$ cat config.mk
export PLATFORM = sky130hd
export DESIGN_NAME = scan_polar_to_xy_box_filter_flat
export DESIGN_NICKNAME = d
export VERILOG_FILES = /design/src/rtl/core/sptxy_pkg.sv /design/src/rtl/core/sptxy_if.sv /design/src/rtl/core/scan_polar_to_xy_box_filter.sv /design/src/flat_wrapper.sv
export SDC_FILE = /design/constraint.sdc
export NUM_CORES = 2
export LEC_CHECK = 0
export BUFFER_PORTS_ARGS = -buffer_cell sky130_fd_sc_hd__buf_2
export CORE_MARGIN = 5
export CORE_UTILIZATION = 39
export CTS_CLUSTER_SIZE = 10
export DETAILED_ROUTE_END_ITERATION = 6
export PLACE_DENSITY_LB_ADDON = 0.08
export SLEW_MARGIN = 20
export SYNTH_ARGS = -nofsm -noshare
export SYNTH_HDL_FRONTEND = slang
export SYNTH_SLANG_ARGS = --single-unit
$ cat constraint.sdc
create_clock -name clk -period 7.4 [get_ports clk]
set_input_delay 1.85 -clock clk [delete_from_list [all_inputs] [get_ports clk]]
set_output_delay 1.85 -clock clk [all_outputs]
set_load 0.02 [all_outputs]
$ cat src/rtl/core/sptxy_pkg.sv
`default_nettype none
// ----------------------------------------------------------------------------
// sptxy_pkg: shared constants and helpers
// Field widths, the register map, the CORDIC gain and arctangent table, and the
// rounding and window test helpers of the polar-to-xy box filter.
// ----------------------------------------------------------------------------
package sptxy_pkg;

  localparam int RANGE_W  = 16;
  localparam int COORD_W  = 17;
  localparam int CFG_AW   = 5;
  localparam int CFG_DW   = 32;
  localparam int ATAN_IDX_W = 5;

  // Register map, index = byte address / 4.
  localparam logic [2:0] REG_START_ANGLE    = 3'd0;
  localparam logic [2:0] REG_ANGLE_STEP     = 3'd1;
  localparam logic [2:0] REG_RANGE_LOWER    = 3'd2;
  localparam logic [2:0] REG_RANGE_UPPER    = 3'd3;
  localparam logic [2:0] REG_FRONT_X_WINDOW = 3'd4;
  localparam logic [2:0] REG_FRONT_Y_WINDOW = 3'd5;
  localparam logic [2:0] REG_BACK_X_WINDOW  = 3'd6;
  localparam logic [2:0] REG_BACK_Y_WINDOW  = 3'd7;

  // CORDIC gain compensation 1/An in Q30.
  localparam logic [29:0] GAIN_Q30 = 30'd652032874;

  // Arctangent of 2^-i in units of 1/2^32 turn.
  function automatic logic [31:0] atan_turn32(input logic [ATAN_IDX_W-1:0] idx);
    logic [31:0] v;
    case (idx)
      5'd0:    v = 32'h20000000;
      5'd1:    v = 32'h12E4051E;
      5'd2:    v = 32'h09FB385B;
      5'd3:    v = 32'h051111D4;
      5'd4:    v = 32'h028B0D43;
      5'd5:    v = 32'h0145D7E1;
      5'd6:    v = 32'h00A2F61E;
      5'd7:    v = 32'h00517C55;
      5'd8:    v = 32'h0028BE53;
      5'd9:    v = 32'h00145F2F;
      5'd10:   v = 32'h000A2F98;
      5'd11:   v = 32'h000517CC;
      5'd12:   v = 32'h00028BE6;
      5'd13:   v = 32'h000145F3;
      5'd14:   v = 32'h0000A2FA;
      5'd15:   v = 32'h0000517D;
      5'd16:   v = 32'h000028BE;
      5'd17:   v = 32'h0000145F;
      5'd18:   v = 32'h00000A30;
      5'd19:   v = 32'h00000518;
      5'd20:   v = 32'h0000028C;
      5'd21:   v = 32'h00000146;
      5'd22:   v = 32'h000000A3;
      5'd23:   v = 32'h00000051;
      default: v = 32'h00000000;
    endcase
    return v;
  endfunction

  // Q16 value to millimetres: round half up, saturate to 17 bits signed.
  function automatic logic signed [COORD_W-1:0] to_mm(input logic signed [34:0] q);
    logic signed [35:0] sum;
    logic signed [19:0] mm;
    logic signed [COORD_W-1:0] res;
    sum = 36'(q) + 36'sd32768;
    mm  = sum[35:16];
    if (mm > 20'sd65535) begin
      res = 17'sd65535;
    end else if (mm < -20'sd65536) begin
      res = -17'sd65536;
    end else begin
      res = mm[COORD_W-1:0];
    end
    return res;
  endfunction

  // Inclusive window test; x is kept in [-x_up, -x_down], y in [y_down, y_up].
  function automatic logic box_hit(input logic signed [COORD_W-1:0] x,
                                   input logic signed [COORD_W-1:0] y,
                                   input logic [31:0] xwin,
                                   input logic [31:0] ywin);
    logic signed [17:0] xd, xu, yd, yu, xs, ys;
    xd = 18'($signed(xwin[15:0]));
    xu = 18'($signed(xwin[31:16]));
    yd = 18'($signed(ywin[15:0]));
    yu = 18'($signed(ywin[31:16]));
    xs = 18'(x);
    ys = 18'(y);
    return (xs >= -xu) && (xs <= -xd) && (ys >= yd) && (ys <= yu);
  endfunction

endpackage
`default_nettype wire

$ cat src/rtl/core/sptxy_if.sv
`default_nettype none
// ----------------------------------------------------------------------------
// sptxy_if: sample and point channels
// Valid/ready channels carrying one range sample word and one point word.
// ----------------------------------------------------------------------------
interface sptxy_in_if;
  import sptxy_pkg::*;

  logic               valid;
  logic               ready;
  logic [RANGE_W-1:0] range_mm;
  logic               nonfinite;
  logic               scan_start;

  modport source (output valid, output range_mm, output nonfinite, output scan_start,
                  input ready);
  modport sink   (input valid, input range_mm, input nonfinite, input scan_start,
                  output ready);
endinterface

interface sptxy_out_if;
  import sptxy_pkg::*;

  logic                      valid;
  logic                      ready;
  logic signed [COORD_W-1:0] x_mm;
  logic signed [COORD_W-1:0] y_mm;
  logic                      point_valid;
  logic                      in_front_box;
  logic                      in_back_box;

  modport source (output valid, output x_mm, output y_mm, output point_valid,
                  output in_front_box, output in_back_box, input ready);
  modport sink   (input valid, input x_mm, input y_mm, input point_valid,
                  input in_front_box, input in_back_box, output ready);
endinterface
`default_nettype wire

$ cat src/rtl/core/scan_polar_to_xy_box_filter.sv
`default_nettype none
// ----------------------------------------------------------------------------
// scan_polar_to_xy_box_filter: laser scan to cartesian points with box tests
// Tracks the beam angle, rotates each valid range sample into x and y with an
// iterative CORDIC and flags the points that fall in a front and a back box.
// ----------------------------------------------------------------------------
// Each word on in_chan is one range sample; each produces exactly one word on
// out_chan, in order. The block handles one sample at a time: in_chan.ready is
// high only while the sequencer is idle. A valid sample passes the accept
// step, one gain multiply, CORDIC_STEPS passes through the single shift-add
// rotation unit, one rounding step and one box test step. A sample that is
// non-finite or not strictly between the range limits skips the rotation and
// goes from the accept step straight to the box test step. The result sits
// in an output register, so the next sample is taken even if the consumer
// has not yet picked up the last point; only the box test step waits when
// that register is still full. Registers are to be written by the user
// through the APB-style port only while the block is idle; the block itself
// does not enforce this. Reads return the stored values.
// ----------------------------------------------------------------------------
module scan_polar_to_xy_box_filter #(
  parameter int CORDIC_STEPS = 16,
  parameter int ANGLE_BITS   = 16
) (
  input  wire logic                      clk,
  input  wire logic                      rst_n,
  sptxy_in_if.sink                       in_chan,
  sptxy_out_if.source                    out_chan,
  input  wire logic                      cfg_psel,
  input  wire logic                      cfg_penable,
  input  wire logic                      cfg_pwrite,
  input  wire logic [sptxy_pkg::CFG_AW-1:0] cfg_paddr,
  input  wire logic [sptxy_pkg::CFG_DW-1:0] cfg_pwdata,
  output logic      [sptxy_pkg::CFG_DW-1:0] cfg_prdata,
  output logic                           cfg_pready
);
  import sptxy_pkg::*;

  localparam int STEP_W   = $clog2(CORDIC_STEPS);
  localparam int A32_PAD  = 32 - ANGLE_BITS;
  localparam int PROD_W   = RANGE_W + 30;
  localparam logic [STEP_W-1:0] LAST_STEP = STEP_W'(CORDIC_STEPS - 1);

  localparam logic [1:0] QUAD_0 = 2'd0;
  localparam logic [1:0] QUAD_1 = 2'd1;
  localparam logic [1:0] QUAD_2 = 2'd2;
  localparam logic [1:0] QUAD_3 = 2'd3;

  typedef enum logic [4:0] {
    S_IDLE  = 5'b00001,
    S_GAIN  = 5'b00010,
    S_ROT   = 5'b00100,
    S_ROUND = 5'b01000,
    S_OUT   = 5'b10000
  } state_t;

  // Configuration registers.
  logic [15:0] start_angle_r, angle_step_r, range_lower_r, range_upper_r;
  logic [31:0] front_x_r, front_y_r, back_x_r, back_y_r;

  // Sequencer and datapath registers.
  state_t                     state_r, state_nxt;
  logic [ANGLE_BITS-1:0]      beam_r;
  logic [ANGLE_BITS-1:0]      angle_r;
  logic [RANGE_W-1:0]         range_r;
  logic                       valid_r;
  logic [STEP_W-1:0]          cnt_r;
  logic signed [34:0]         x_r, y_r;
  logic signed [32:0]         z_r;
  logic signed [COORD_W-1:0]  xo_r, yo_r;

  // Output register.
  logic                       out_valid_r;
  logic signed [COORD_W-1:0]  out_x_r, out_y_r;
  logic                       out_pv_r, out_front_r, out_back_r;

  logic                       in_fire;
  logic                       out_free;
  logic                       cfg_wr;
  logic [2:0]                 cfg_idx;
  logic [ANGLE_BITS-1:0]      angle_sel;
  logic                       sample_ok;
  logic [PROD_W-1:0]          prod;
  logic [31:0]                a32;
  logic signed [34:0]         dx, dy;
  logic signed [32:0]         atan_s;
  logic signed [34:0]         xq, yq;

  // --------------------------------------------------------------------------
  // Configuration port. pready is tied high; a write lands at the access cycle.
  // --------------------------------------------------------------------------
  assign cfg_pready = 1'b1;
  assign cfg_wr     = cfg_psel && cfg_penable && cfg_pwrite && cfg_pready;
  assign cfg_idx    = cfg_paddr[4:2];

  always_ff @(posedge clk) begin
    if (!rst_n) begin
      start_angle_r <= '0;
      angle_step_r  <= '0;
      range_lower_r <= '0;
      range_upper_r <= 16'hFFFF;
      front_x_r     <= '0;
      front_y_r     <= '0;
      back_x_r      <= '0;
      back_y_r      <= '0;
    end else if (cfg_wr) begin
      case (cfg_idx)
        REG_START_ANGLE:    start_angle_r <= cfg_pwdata[15:0];
        REG_ANGLE_STEP:     angle_step_r  <= cfg_pwdata[15:0];
        REG_RANGE_LOWER:    range_lower_r <= cfg_pwdata[15:0];
        REG_RANGE_UPPER:    range_upper_r <= cfg_pwdata[15:0];
        REG_FRONT_X_WINDOW: front_x_r     <= cfg_pwdata;
        REG_FRONT_Y_WINDOW: front_y_r     <= cfg_pwdata;
        REG_BACK_X_WINDOW:  back_x_r      <= cfg_pwdata;
        REG_BACK_Y_WINDOW:  back_y_r      <= cfg_pwdata;
        default: ;
      endcase
    end
  end

  always_comb begin
    case (cfg_idx)
      REG_START_ANGLE:    cfg_prdata = 32'(start_angle_r);
      REG_ANGLE_STEP:     cfg_prdata = 32'(angle_step_r);
      REG_RANGE_LOWER:    cfg_prdata = 32'(range_lower_r);
      REG_RANGE_UPPER:    cfg_prdata = 32'(range_upper_r);
      REG_FRONT_X_WINDOW: cfg_prdata = front_x_r;
      REG_FRONT_Y_WINDOW: cfg_prdata = front_y_r;
      REG_BACK_X_WINDOW:  cfg_prdata = back_x_r;
      REG_BACK_Y_WINDOW:  cfg_prdata = back_y_r;
      default:            cfg_prdata = '0;
    endcase
  end

  // --------------------------------------------------------------------------
  // Input side: a word is taken only when the sequencer is idle. The beam angle
  // advances on every accepted word, valid or not; a scan start reloads it.
  // --------------------------------------------------------------------------
  assign in_chan.ready = (state_r == S_IDLE);
  assign in_fire       = in_chan.valid && in_chan.ready;
  assign out_free      = !out_valid_r || out_chan.ready;

  assign angle_sel = in_chan.scan_start ? ANGLE_BITS'(start_angle_r) : beam_r;
  assign sample_ok = !in_chan.nonfinite && (in_chan.range_mm > range_lower_r) &&
                     (in_chan.range_mm < range_upper_r);

  // The angle is scaled to 32 bits per turn: the top two bits are the quadrant,
  // the rest is the residual handed to the rotation.
  assign a32 = {angle_r, {A32_PAD{1'b0}}};

  // Range times the gain compensation in Q30; x takes it with 16 fraction bits.
  assign prod = PROD_W'(range_r) * PROD_W'(GAIN_Q30);

  // One CORDIC micro-rotation per cycle; the shifts floor toward minus infinity.
  assign dx     = y_r >>> cnt_r;
  assign dy     = x_r >>> cnt_r;
  assign atan_s = $signed({1'b0, atan_turn32(ATAN_IDX_W'(cnt_r))});

  // Exact quarter-turn fix-up for the quadrant.
  always_comb begin
    case (a32[31:30])
      QUAD_1:  begin xq = -y_r; yq = x_r;  end
      QUAD_2:  begin xq = -x_r; yq = -y_r; end
      QUAD_3:  begin xq = y_r;  yq = -x_r; end
      QUAD_0:  begin xq = x_r;  yq = y_r;  end
      default: begin xq = x_r;  yq = y_r;  end
    endcase
  end

  // --------------------------------------------------------------------------
  // Sequencer.
  // --------------------------------------------------------------------------
  always_comb begin
    state_nxt = state_r;
    case (state_r)
      S_IDLE:  if (in_fire) state_nxt = sample_ok ? S_GAIN : S_OUT;
      S_GAIN:  state_nxt = S_ROT;
      S_ROT:   if (cnt_r == LAST_STEP) state_nxt = S_ROUND;
      S_ROUND: state_nxt = S_OUT;
      S_OUT:   if (out_free) state_nxt = S_IDLE;
      default: state_nxt = S_IDLE;
    endcase
  end

  always_ff @(posedge clk) begin
    if (!rst_n) begin
      state_r <= S_IDLE;
      beam_r  <= '0;
      cnt_r   <= '0;
    end else begin
      state_r <= state_nxt;
      if (in_fire) begin
        beam_r <= angle_sel + ANGLE_BITS'(angle_step_r);
      end
      if (state_r == S_ROT) begin
        cnt_r <= (cnt_r == LAST_STEP) ? '0 : cnt_r + 1'b1;
      end
    end
  end

  // Datapath registers; no reset needed.
  always_ff @(posedge clk) begin
    if (in_fire) begin
      angle_r <= angle_sel;
      range_r <= in_chan.range_mm;
      valid_r <= sample_ok;
    end
    case (state_r)
      S_GAIN: begin
        x_r <= $signed(35'(prod[PROD_W-1:14]));
        y_r <= '0;
        z_r <= $signed({3'b000, a32[29:0]});
      end
      S_ROT: begin
        if (!z_r[32]) begin
          x_r <= x_r - dx;
          y_r <= y_r + dy;
          z_r <= z_r - atan_s;
        end else begin
          x_r <= x_r + dx;
          y_r <= y_r - dy;
          z_r <= z_r + atan_s;
        end
      end
      S_ROUND: begin
        xo_r <= to_mm(xq);
        yo_r <= to_mm(yq);
      end
      default: ;
    endcase
  end

  // --------------------------------------------------------------------------
  // Output register: box tests are folded into the load. An invalid sample
  // leaves zero coordinates and clear box flags.
  // --------------------------------------------------------------------------
  always_ff @(posedge clk) begin
    if (!rst_n) begin
      out_valid_r <= 1'b0;
    end else if (state_r == S_OUT && out_free) begin
      out_valid_r <= 1'b1;
    end else if (out_chan.ready) begin
      out_valid_r <= 1'b0;
    end
  end

  always_ff @(posedge clk) begin
    if (state_r == S_OUT && out_free) begin
      out_pv_r <= valid_r;
      if (valid_r) begin
        out_x_r     <= xo_r;
        out_y_r     <= yo_r;
        out_front_r <= box_hit(xo_r, yo_r, front_x_r, front_y_r);
        out_back_r  <= box_hit(xo_r, yo_r, back_x_r, back_y_r);
      end else begin
        out_x_r     <= '0;
        out_y_r     <= '0;
        out_front_r <= 1'b0;
        out_back_r  <= 1'b0;
      end
    end
  end

  assign out_chan.valid        = out_valid_r;
  assign out_chan.x_mm         = out_x_r;
  assign out_chan.y_mm         = out_y_r;
  assign out_chan.point_valid  = out_pv_r;
  assign out_chan.in_front_box = out_front_r;
  assign out_chan.in_back_box  = out_back_r;

  // --------------------------------------------------------------------------
  // Assertions.
  // --------------------------------------------------------------------------
  a_fire_path: assert property (@(posedge clk) disable iff (!rst_n)
    in_fire |=> (state_r == S_GAIN || state_r == S_OUT))
    else $error("accepted word did not start the gain step or the output step");

  a_rot_count: assert property (@(posedge clk) disable iff (!rst_n)
    (state_r == S_GAIN) |=> (state_r == S_ROT && cnt_r == '0))
    else $error("rotation did not start from the first step");

  a_invalid_zero: assert property (@(posedge clk) disable iff (!rst_n)
    (out_valid_r && !out_pv_r) |->
      (out_x_r == '0 && out_y_r == '0 && !out_front_r && !out_back_r))
    else $error("invalid point carries coordinates or box flags");

  a_done_waits: assert property (@(posedge clk) disable iff (!rst_n)
    (state_r == S_OUT && !out_free) |=> (state_r == S_OUT && out_valid_r))
    else $error("finished point dropped while the output register was full");

endmodule
`default_nettype wire

$ cat src/flat_wrapper.sv
// flat-port wrapper written by rule: the top's interface ports become plain ports
module scan_polar_to_xy_box_filter_flat import sptxy_pkg::*;
#(
  parameter int CORDIC_STEPS = 16,
  parameter int ANGLE_BITS   = 16
)
  (clk, rst_n, cfg_psel, cfg_penable, cfg_pwrite, cfg_paddr, cfg_pwdata, cfg_prdata, cfg_pready, in_chan_valid, in_chan_range_mm, in_chan_nonfinite, in_chan_scan_start, in_chan_ready, out_chan_valid, out_chan_x_mm, out_chan_y_mm, out_chan_point_valid, out_chan_in_front_box, out_chan_in_back_box, out_chan_ready);
  sptxy_in_if in_chan_i ();
  sptxy_out_if out_chan_i ();
  input  wire logic clk;
  input  wire logic rst_n;
  input  wire logic cfg_psel;
  input  wire logic cfg_penable;
  input  wire logic cfg_pwrite;
  input  wire logic [sptxy_pkg::CFG_AW-1:0] cfg_paddr;
  input  wire logic [sptxy_pkg::CFG_DW-1:0] cfg_pwdata;
  output logic      [sptxy_pkg::CFG_DW-1:0] cfg_prdata;
  output logic cfg_pready;
  input wire logic [$bits(in_chan_i.valid)-1:0] in_chan_valid;
  input wire logic [$bits(in_chan_i.range_mm)-1:0] in_chan_range_mm;
  input wire logic [$bits(in_chan_i.nonfinite)-1:0] in_chan_nonfinite;
  input wire logic [$bits(in_chan_i.scan_start)-1:0] in_chan_scan_start;
  output wire logic [$bits(in_chan_i.ready)-1:0] in_chan_ready;
  output wire logic [$bits(out_chan_i.valid)-1:0] out_chan_valid;
  output wire logic [$bits(out_chan_i.x_mm)-1:0] out_chan_x_mm;
  output wire logic [$bits(out_chan_i.y_mm)-1:0] out_chan_y_mm;
  output wire logic [$bits(out_chan_i.point_valid)-1:0] out_chan_point_valid;
  output wire logic [$bits(out_chan_i.in_front_box)-1:0] out_chan_in_front_box;
  output wire logic [$bits(out_chan_i.in_back_box)-1:0] out_chan_in_back_box;
  input wire logic [$bits(out_chan_i.ready)-1:0] out_chan_ready;
  assign in_chan_i.valid = in_chan_valid;
  assign in_chan_i.range_mm = in_chan_range_mm;
  assign in_chan_i.nonfinite = in_chan_nonfinite;
  assign in_chan_i.scan_start = in_chan_scan_start;
  assign in_chan_ready = in_chan_i.ready;
  assign out_chan_valid = out_chan_i.valid;
  assign out_chan_x_mm = out_chan_i.x_mm;
  assign out_chan_y_mm = out_chan_i.y_mm;
  assign out_chan_point_valid = out_chan_i.point_valid;
  assign out_chan_in_front_box = out_chan_i.in_front_box;
  assign out_chan_in_back_box = out_chan_i.in_back_box;
  assign out_chan_i.ready = out_chan_ready;
  scan_polar_to_xy_box_filter #(.CORDIC_STEPS(CORDIC_STEPS), .ANGLE_BITS(ANGLE_BITS)) u_core (.clk(clk), .rst_n(rst_n), .in_chan(in_chan_i), .out_chan(out_chan_i), .cfg_psel(cfg_psel), .cfg_penable(cfg_penable), .cfg_pwrite(cfg_pwrite), .cfg_paddr(cfg_paddr), .cfg_pwdata(cfg_pwdata), .cfg_prdata(cfg_prdata), .cfg_pready(cfg_pready));
endmodule
==> results.md <==
- Final setup viols: 0
- Fmax: 144 MHz
- Clock Tree Buf Depth: 3
- Syn Nets: 5772
- Max stage delay on crit path: 0.56 ns
- Gr ovfl total: 0
- Die Wd: 347 um
- CP most frequent cell: fa_1
- Slowest CP cell: fa_1
- FF+latch count, synth: 455
- Core ar.: 112000 sq um
- Worst-Skew Late Latency: 0.70 ns
- CP startpoint: u_core.range_r[6]
- Pwr Density: 384 nW/um^2
- FF+latch area: 11200 sq um
- Fin. max-slew vios: 0
- Yosys Warn Count: 0
- Worst slew margin: 30.1%
- Port Buf Inserts: 130
- HPWL Detailed: 112000 um
- Synth Flop Type: dfxtp_1
- Reg clk slew, reported paths: 0.06 ns
- RSZ-0062 raised after global routing: no
- Total global-route track usage: 23.7%
- Area of placed instances: 46500 sq um
- Row count: 123
- Die ar.: 120000 sq um
- Placed insts: 6547
- Clock root buffer: clkbuf_16
- Fin crit period: 6.95 ns
- Register area share after synthesis: 25.3%
- VDD IR max: 0.492 mV
- Fin. Hold Viols: 0
- Slew @ Worst Pin: 1.05 ns
- Leak: 20.0 nW
- Routed Antenna Nets: 0
- Worst setup EP type: flip-flop
- Distinct cells, synth: 99
- Worst path arrival time: 7.32 ns
- Die Height: 347 um
- Crit path to: u_core.x_r[25]
- Fin util: 43.1%
- Cell Area, Synth: 44200 sq um
- Worst EP required: 7.77 ns
- Status: finished, final reports clean
- Cell Chain, Critical Path: ha_1 > inv_1 > fa_1 > fa_1 > fa_1 > inv_1 > fa_1 > inv_1 > fa_1 > inv_1 > ha_1 > a2111oi_2 > o221ai_2 > nor4bb_1 > buf_4 > nor4_1 > o31ai_1 > buf_4 > a41oi_2 > o21ai_0 > or2_2 > a21oi_1 > xor2_1 > o21ai_0
- I/O pin count: 134
- Share of layout cells above drive strength 1: 9.59%
- Reg-to-reg setup timing slack: 0.45 ns
- Final net count: 5813
- Post-synth top area share: 14.1%
- Residual DRC: 0
- Via count: 36666
- CTS tree: yes
- Crit start category: flip-flop
- Hold Path Class: flip-flop to flip-flop
- FF-to-FF Start: u_core.range_r[6]
- Initial drt markers: 2812
- Power Total: 0.0186 W
- Synth Instances: 5072
- Reg2reg path depth: 24
- Finished Cell Area: 48500 sq um
- Sinks on Clock Net: 455
- Initial antenna violation count: 4
- Syn_area_per_cell: 8.71 sq um
- Post-synth ARST share: 0%
- Area occupied by multi-input gates: 30400 sq um
- Vias in the first global route: 35483
- Final period utilization: 93.9%
- Wirelength per Cell: 22.1 um
- Cell taking the most area after synthesis: edfxtp_1
- Final setup TNS: 0 ns
- First-pass GRT wire length: 222000 um
- H-tree depth: 2
- Worst setup path class: flip-flop to flip-flop
- Post-synth EDFFs: 207
- Largest net degree at the start of global routing: 131
- Clk_skew: 0.0489 ns
- RePlAce Congestion: 0.906
- 1st-pass router iterations: 6
- Starting density of the core: 39.3%
- Max-cap viol count: 0
- Number of CTS-inserted buffers: 60
- Area grow syn2layout: 9.74%
- DR vias/cell: 5.50
- Crit-path max FO: 5
- Non-Filler Instances: 6661
- Fillers: 11357
- Post-detailed-routing wire length: 147000 um
- Top post-synthesis cells by area: edfxtp_1 14%, ha_1 13%, dfxtp_1 11%
- Crit Reg-Reg Endpoint: u_core.x_r[25]
-- logic make-up (layout without fill, tap and decap cells) --
group           after synthesis  count (layout)  synth area share, %
flops                       455             455                 25.3
buf+inv                     702             790                 6.12
fa+ha+maj                   638             638                 21.0
xor+xnor                    361             361                 7.19
simple gates               1558            1558                 16.5
compound gates             1153            1153                 17.2
mux                         204             204                 6.69
other cells                   1               2              0.00849
-- synth_stat cells (77+ instances only) --
library cell and instances:
a21boi_0 190, a21o_1 104, a21oi_1 259, and2_1 79, clkbuf_1 174, dfxtp_1 248, edfxtp_1 207, fa_1 172
ha_1 466, inv_1 457, mux2i_1 85, nand2_1 690, nand3_1 79, nor2_1 299, nor3_1 77, o21ai_0 231
xnor2_1 193, xor2_1 167
-- per-stage QoR --
stage | setup WS [ns] | hold WS (ns)
after floorplan | 0.945 | 0.438
after global placement | 0.111 | 0.452
after detailed placement | 0.0960 | 0.456
after CTS | 0.0266 | 0.464
after global routing | 0.0751 | 0.479
final | 0.453 | 0.462
-- registers in the layout (all words and copies together) (netlist names), 4 cells and up --
| register | flops |
|---|---|
| u_core.x_r | 35 |
| u_core.y_r | 35 |
| u_core.z_r | 33 |
| u_core.back_x_r | 32 |
| u_core.back_y_r | 32 |
| u_core.front_x_r | 32 |
| u_core.front_y_r | 32 |
| u_core.atan_s | 30 |
| u_core.out_chan.x_mm | 17 |
| u_core.out_chan.y_mm | 17 |
| u_core.xo_r | 17 |
| u_core.yo_r | 17 |
| u_core.angle_r | 16 |
| u_core.angle_step_r | 16 |
| u_core.beam_r | 16 |
| u_core.range_lower_r | 16 |
| u_core.range_r | 16 |
| u_core.range_upper_r | 16 |
| u_core.start_angle_r | 16 |
| u_core.state_r | 5 |
| u_core.cnt_r | 4 |
-- worst max-delay path, delay by kind of cell, from the launching register on --
kind,cells,cell delay (ns)
AOI/OAI and AO/OA,7,1.41
and+or+nand+nor,3,0.80
buffers and inverters,6,0.53
adders and majority gates,7,3.26
DFF,1,0.49
xor gates and xnor gates,1,0.15
-- layout make-up --
type | count | area share (%)
clock inverters | 19 | 0.470
inverters | 462 | 3.58
diodes | 1 | 0.00516
multi-input cells | 3915 | 62.7
flip-flops and latches | 455 | 23.1
repair buffers | 219 | 2.76
clock buffers | 90 | 3.56
well taps | 1500 | 3.87
-- routing by layer --
metal,share of wire (%),global-route usage [%],vias to the layer above
met4,2.3,5.16,0
li1,-,-,17856
met2,44,37.4,922
met1,49,35.2,17728
met3,4.7,2.45,160
met5,0,0,-
-- power by group --
| group | switching [W] | internal [W] |
|---|---|---|
| logic | 0.00701 | 0.00531 |
| clock network | 0.00125 | 0.00168 |
| registers | 0.000106 | 0.00327 |
-- layout by cell type (no fill, tap or decap), types with 20 or more instances in the layout --
cell	count
nand2_1	686
ha_1	466
inv_1	456
nor2_1	297
a21oi_1	258
dfxtp_1	244
o21ai_0	230
edfxtp_1	207
xnor2_1	193
a21boi_0	190
fa_1	172
xor2_1	167
buf_2	129
a21o_1	104
buf_4	88
mux2i_1	85
nand3_1	79
and2_1	78
nor3_1	73
mux4_2	68
clkbuf_16	61
nand2b_1	54
mux2_2	51
nor2b_1	41
nand4_1	41
nor4_1	40
a31oi_1	40
and3_1	39
o21a_1	39
a22oi_1	38
o211ai_1	29
or3_1	28
o31ai_1	26
a211oi_1	24
a221oi_1	22
clkbuf_1	20
-- worst min path at each step --
stage / start / end / slack, ns / depth (start not counted)
final: u_core.beam_r[13] / u_core.beam_r[13] / 0.46 / 2
after global routing: u_core.beam_r[13] / u_core.beam_r[13] / 0.48 / 2
after CTS: u_core.beam_r[13] / u_core.beam_r[13] / 0.46 / 2
after detailed placement: u_core.beam_r[13] / u_core.beam_r[13] / 0.46 / 2
after global placement: u_core.beam_r[2] / u_core.beam_r[2] / 0.45 / 2
after floorplan: u_core.beam_r[13] / u_core.beam_r[13] / 0.44 / 2
-- repair_timing --
item                                    CTS  global route
buffers inserted                          0             4
hold buffers                              0             0
resized for setup                         0             7
endpoints found under the setup margin    0             8
Power figures use the tool's default switching activity.
